[config.mk]
export PLATFORM = sky130hd
export DESIGN_NAME = lt_kwm_replay
export DESIGN_NICKNAME = d
export VERILOG_FILES = /design/src/hdl/lt_kwm_pkg.sv /design/src/hdl/lt_kwm_replay.sv
export SDC_FILE = /design/constraint.sdc
export NUM_CORES = 1
export LEC_CHECK = 0
export ABC_CLOCK_PERIOD_IN_PS = 5750
export BUFFER_PORTS_ARGS = -buffer_cell sky130_fd_sc_hd__clkbuf_2
export CORE_UTILIZATION = 50
export DETAILED_ROUTE_END_ITERATION = 8
export PLACE_DENSITY = 0.67
export SKIP_CTS_REPAIR_TIMING = 1
export SLEW_MARGIN = 15
export SYNTH_ARGS = -nofsm -noshare
export SYNTH_HDL_FRONTEND = slang
export SYNTH_SLANG_ARGS = --single-unit
[constraint.sdc]
create_clock -name clk -period 5.75 [get_ports clk]
set_input_delay 0.2875 -clock clk [delete_from_list [all_inputs] [get_ports clk]]
set_output_delay 0.2875 -clock clk [all_outputs]
set_load 0.02 [all_outputs]
[src/hdl/lt_kwm_pkg.sv]
package lt_kwm_pkg;

	localparam int MAX_WAYS  = 8;
	localparam int RUN_DEPTH = 128;
	localparam int KEY_BITS  = 16;

	localparam int WAY_W  = $clog2(MAX_WAYS);
	localparam int LEAF_W = $clog2(MAX_WAYS + 1);
	localparam int PTR_W  = (RUN_DEPTH > 1) ? $clog2(RUN_DEPTH) : 1;
	localparam int LEN_W  = $clog2(RUN_DEPTH + 1);
	localparam int ADDR_W = WAY_W + PTR_W;
	localparam int LKEY_W = KEY_BITS + 1;
	localparam int CNT_W  = $clog2(MAX_WAYS * RUN_DEPTH + 1);

	// fixed field widths
	localparam int CFG_W      = 4;
	localparam int CMD_W      = 2;
	localparam int IN_WAY_W   = 3;
	localparam int VAL_W      = 16;
	localparam int IN_DATA_W  = ((IN_WAY_W + VAL_W + 7) / 8) * 8;
	localparam int OUT_DATA_W = 16;

	// leaf key coding: 0 is minus infinity, key+1 a real key, 2^KEY_BITS+1 plus infinity
	localparam logic [LKEY_W-1:0] NEG_INF = '0;
	localparam logic [LKEY_W-1:0] POS_INF = {1'b1, {(KEY_BITS-1){1'b0}}, 1'b1};

	typedef enum logic [CMD_W-1:0] {
		CMD_LOAD  = 2'd0,
		CMD_START = 2'd1,
		CMD_POP   = 2'd2,
		CMD_NOP   = 2'd3
	} cmd_t;

	typedef enum logic [2:0] {
		S_IDLE,
		S_BLD_RD,
		S_BLD_WR,
		S_BLD_RPL,
		S_BLD_WAIT,
		S_POP_CHK,
		S_POP_FILL,
		S_POP_WAIT
	} top_state_t;

	typedef enum logic [1:0] {
		R_IDLE,
		R_LOAD,
		R_STEP
	} rpl_state_t;

	typedef struct packed {
		logic              clear;
		logic [LEAF_W-1:0] k;
		logic              wr_leaf;
		logic [LEAF_W-1:0] wr_idx;
		logic [LKEY_W-1:0] wr_key;
		logic              go;
		logic [LEAF_W-1:0] go_leaf;
	} tree_ctl_t;

	typedef struct packed {
		logic              busy;
		logic [LEAF_W-1:0] root_leaf;
		logic [LKEY_W-1:0] root_key;
	} tree_stat_t;

	function automatic logic [LEAF_W-1:0] clamp_ways(input logic [CFG_W-1:0] w);
		logic [LEAF_W-1:0] r;
		if (w == '0)
			r = LEAF_W'(1);
		else if (int'(w) > MAX_WAYS)
			r = LEAF_W'(MAX_WAYS);
		else
			r = LEAF_W'(w);
		return r;
	endfunction

endpackage

[src/hdl/lt_kwm_replay.sv]
module lt_kwm_replay (
	input  logic                   clk,
	input  logic                   arst_n,
	input  lt_kwm_pkg::tree_ctl_t  ctl,
	output lt_kwm_pkg::tree_stat_t stat
);
	import lt_kwm_pkg::*;

	rpl_state_t state_q, state_d;

	logic [LKEY_W-1:0] leaf_q  [0:MAX_WAYS];
	logic [LEAF_W-1:0] loser_q [0:MAX_WAYS-1];

	logic [LEAF_W-1:0] q_q, t_q;
	logic [LKEY_W-1:0] cand_q;

	logic [WAY_W-1:0]  node_idx;
	logic [LEAF_W-1:0] other;
	logic [LEAF_W-1:0] leaf_raddr;
	logic [LKEY_W-1:0] leaf_rd;
	logic [LEAF_W:0]   t_sum;
	logic              at_root;
	logic              win_other;

	assign node_idx  = t_q[WAY_W-1:0];
	assign other     = loser_q[node_idx];
	assign at_root   = (t_q == '0) || (int'(t_q) >= MAX_WAYS);
	assign t_sum     = {1'b0, ctl.k} + {1'b0, ctl.go_leaf};

	// one leaf read port, shared by candidate load, compare and root readout
	always_comb begin
		case (state_q)
			R_LOAD:  leaf_raddr = q_q;
			R_STEP:  leaf_raddr = other;
			default: leaf_raddr = loser_q[0];
		endcase
	end

	assign leaf_rd   = leaf_q[leaf_raddr];
	// strict less: on a tie the rising candidate stays
	assign win_other = leaf_rd < cand_q;

	always_comb begin
		state_d = state_q;
		case (state_q)
			R_IDLE:  if (ctl.go) state_d = R_LOAD;
			R_LOAD:  state_d = R_STEP;
			R_STEP:  if (at_root) state_d = R_IDLE;
			default: state_d = R_IDLE;
		endcase
	end

	always_comb begin
		stat.busy      = state_q != R_IDLE;
		stat.root_leaf = loser_q[0];
		stat.root_key  = leaf_rd;
	end

	always_ff @(posedge clk or negedge arst_n) begin
		if (!arst_n) begin
			state_q <= R_IDLE;
			q_q     <= '0;
			t_q     <= '0;
			cand_q  <= '0;
			for (int j = 0; j <= MAX_WAYS; j++)
				leaf_q[j] <= POS_INF;
			for (int j = 0; j < MAX_WAYS; j++)
				loser_q[j] <= LEAF_W'(MAX_WAYS);
		end else begin
			state_q <= state_d;
			if (ctl.clear) begin
				for (int j = 0; j <= MAX_WAYS; j++)
					leaf_q[j] <= (LEAF_W'(j) == ctl.k) ? NEG_INF : POS_INF;
				for (int j = 0; j < MAX_WAYS; j++)
					loser_q[j] <= ctl.k;
			end
			if (ctl.wr_leaf)
				leaf_q[ctl.wr_idx] <= ctl.wr_key;
			case (state_q)
				R_IDLE: begin
					if (ctl.go) begin
						q_q <= ctl.go_leaf;
						t_q <= t_sum[LEAF_W:1];
					end
				end
				R_LOAD: begin
					cand_q <= leaf_rd;
				end
				R_STEP: begin
					if (at_root) begin
						loser_q[0] <= q_q;
					end else begin
						if (win_other) begin
							loser_q[node_idx] <= q_q;
							q_q               <= other;
							cand_q            <= leaf_rd;
						end
						t_q <= t_q >> 1;
					end
				end
				default: ;
			endcase
		end
	end

endmodule

==> summary.md <==
| Metric | Value |
|---|---|
| Met3 Track Usage GR | 4.18% |
| First-pass DRT Iterations | 5 |
| Pin count of the biggest net entering global routing | 118 |
| Setup Skew | 0.0243 ns |
| Yosys warns | 0 |
| Crit-path cells | nor2_1 > a22o_1 > o31ai_4 > nand2_2 > buf_4 > a211oi_1 > a311oi_1 > a211o_1 > ha_1 > a21o_1 > a21o_1 > a21oi_1 > o31ai_1 > nor3_1 > a22o_1 > a21o_1 > buf_4 > mux2_1 |
| Initial core utilization | 51.0% |
| Status | completed |
| Layout area overhead | 12.1% |
| Clock Pin Slew Worst Setup and Hold Paths | 0.06 ns |
| Seq/Total Area, Yosys | 44.6% |
| CTS buffer count | 25 |
| Post-Synthesis Cells | 1348 |
| Fin area | 13400 sq um |
| Crit Path Max Fanout | 24 |
| Net Count, Synth | 1406 |
| Placed inst area | 12500 sq um |
| Crit path DAT | 5.73 ns |
| Via Count | 9648 |
| Iter 0 DRT Violations | 788 |
| Via/cell ratio | 5.74 |
| Post-synth EDFFs | 0 |
| Crit path max-delay cell type | dfrtp_1 |
| Setup TNS | 0 ns |
| Post-synthesis async set-or-reset flop share | 100% |
| Crit-path most repeated cell | a21o_1 |
| Syn_area_per_cell | 8.89 sq um |
| Type of the worst min-delay path | in2reg |
| Max Transition Viols Final | 0 |
| Number of setup violations in the final report | 0 |
| Ys flop type | dfrtp_1 |
| Fin crit period | 5.31 ns |
| DRT antenna net count | 0 |
| Synth cell types | 66 |
| Num ports | 56 |
| Fin. Hold Viols | 0 |
| CTS sink count | 212 |
| Overflow after GRT | 0 |
| H-tree depth | 1 |
| Clk Latency, worst-skew pair | 0.54 ns |
| DRT Wirelength | 31900 um |
| Core area | 23500 sq um |
| Drt wl/cell | 19.0 um |
| Maximum vdd drop | 0.352 mV |
| Initial antenna violation count | 0 |
| Vias in the first global route | 9279 |
| DIE WIDTH | 157 um |
| Buf/Inv on CP | 2 |
| Worst EP required | 6.17 ns |
| Maximum root-to-sink buffer count | 3 |
| LEAKAGE | 5.87 nW |
| PD cells | 535 nW/um^2 |
| CTS tree | built |
| All-Layer GR Usage | 26.7% |
| Area leader, netlist | dfrtp_1 |
| Synthesized area | 12000 sq um |
| CP Launch Type | register |
| Met2 Use GR | 40.9% |
| Die ar. | 24600 sq um |
| Fin crit share | 92.3% |
| Critical path class | reg2reg |
| Crit end category | register |
| Layout cells sized above 1 | 15.7% |
| Fmax | 0.188 GHz |
| Busiest layer in global routing | met2 |
| CTS root buf | clkbuf_16 |
| HPWL after DPL | 20200 um |
| Post-layout nets | 1400 |
| Gpl congestion | 0.886 |
| Register bit total from synthesis | 212 |
| RSZ-0062 raised after global routing | false |
| Met1 track demand over resource | 39.6% |
| CP top delay family | compound AO/OA/AOI/OAI gates |
| Post-synth top area share | 38.9% |
| Row count | 56 |
| Chip height | 157 um |
| Rel. slew slack | 37.5% |
| First-pass GRT wire length | 51000 um |
| Post-route DRC | 0 |
| Largest cells by area after synthesis | dfrtp_1 (39%), nand2_1 (7.6%), o21ai_0 (7.0%), nand2b_1 (6.7%), dfstp_2 (5.7%) |
| Slowest cell delay on critical path | 0.71 ns |
| Slew @ Worst Pin | 0.938 ns |
| MaxCap Viol Count | 0 |
| IO Port Bufs | 55 |
path summary, 6_finish.rpt:
path	from	endpoint	slack (ns)	depth (start not counted)
max	t_q[1]	cand_q[3]	0.44	18
min	ctl[2]	q_q[2]	0.03	3
max reg2reg	t_q[1]	cand_q[3]	0.44	18
min reg2reg	cand_q[2]	cand_q[2]	0.49	1
max in group asynchronous	arst_n	leaf_q[23]	4.01	3
min in group asynchronous	arst_n	stat[19]	0.39	2
synthesized netlist by cell type (4+ instances only):
master	number
o21ai_1	5
o21ai_0	167
nor2_1	41
dfstp_2	26
clkbuf_1	98
mux2i_1	11
a211o_1	16
o22ai_1	6
a31oi_1	21
nor2b_1	4
a211oi_1	32
ha_1	23
a311oi_1	16
inv_1	69
mux2_2	11
mux2_4	22
nor3_1	13
nand2_1	241
o31ai_1	24
nor4_1	4
and3_1	35
buf_4	6
or3_1	4
a22o_1	4
nand3_1	14
mux2_1	20
nand2b_1	129
a21oi_1	20
buf_2	8
o21a_1	4
dfrtp_1	186
a221oi_1	4
a21o_1	10
kinds of logic after synthesis:
| kind of cell | Yosys count | synth area share [%] |
|---|---|---|
| buffers and inverters | 185 | 6.26 |
| muxes | 66 | 6.97 |
| xor gates and xnor gates | 1 | 0.0731 |
| AOI/OAI and AO/OA | 356 | 19.1 |
| adders and majority gates | 24 | 2.57 |
| DFF | 212 | 44.6 |
| and+or+nand+nor | 504 | 20.4 |
power by group:
part | internal, mW | total [mW] | switching, mW
combinational | 1.27 | 3.57 | 2.29
clock | 1.14 | 1.79 | 0.658
sequential | 1.65 | 1.82 | 0.171
metal layers:
| metal | up-vias | part of all wire (%) |
|---|---|---|
| met5 | - | 0 |
| li1 | 4634 | - |
| met2 | 284 | 43 |
| met1 | 4690 | 48 |
| met4 | 0 | 1.5 |
| met3 | 40 | 6.8 |
registers in the layout, indices dropped and copies added (netlist names):
name,count
t_q,4
stat,4
q_q,4
cand_q,17
leaf_q,153
loser_q,28
state_q,2
layout make-up:
class	count	area (sq um)
Fill cell	2042	10000
Inverter	70	263
Timing Repair Buffer	82	543
Multi-Input combinational cell	951	5940
Tap cell	319	399
Clock buffer	31	698
Sequential cell	212	5340
Antenna cell	1	2.50
Clock inverter	15	246
through the flow:
step                hold WS, ns  worst slack [ns]  std cells  power, mW  utilization [%]
global placement          0.435             0.652       1633       5.30             53.2
finish                   0.0284             0.443       1681       7.18             57.2
floorplan              -0.00809             0.506       1348       4.27                -
CTS                      -0.114             0.501       1679       7.17             57.2
detailed placement        0.440             0.509       1633       5.35             53.2
global route             0.0293             0.107       1680       7.58             57.2
worst min-delay path, cell delays in order:
cell	delay (ns)
clkbuf_2	0.11
nand2_1	0.06
nand3_1	0.07
placed cells by master (no fill, tap or decap), types with 9 or more instances in the layout:
master | synthesis | layout
a211o_1 | 16 | 16
a211oi_1 | 32 | 32
a21o_1 | 10 | 10
a21oi_1 | 20 | 20
a311oi_1 | 16 | 16
a31oi_1 | 21 | 21
and3_1 | 35 | 35
buf_4 | 6 | 23
clkbuf_16 | 0 | 25
clkbuf_2 | 0 | 53
dfrtp_1 | 186 | 186
dfstp_2 | 26 | 26
ha_1 | 23 | 23
inv_1 | 69 | 69
mux2_1 | 20 | 20
mux2_2 | 11 | 11
mux2_4 | 22 | 22
mux2i_1 | 11 | 11
nand2_1 | 241 | 239
nand2b_1 | 129 | 129
nand3_1 | 14 | 14
nor2_1 | 41 | 38
nor3_1 | 13 | 9
o21ai_0 | 167 | 167
o31ai_1 | 24 | 24
No activity file was read; power rests on OpenSTA's default activity.
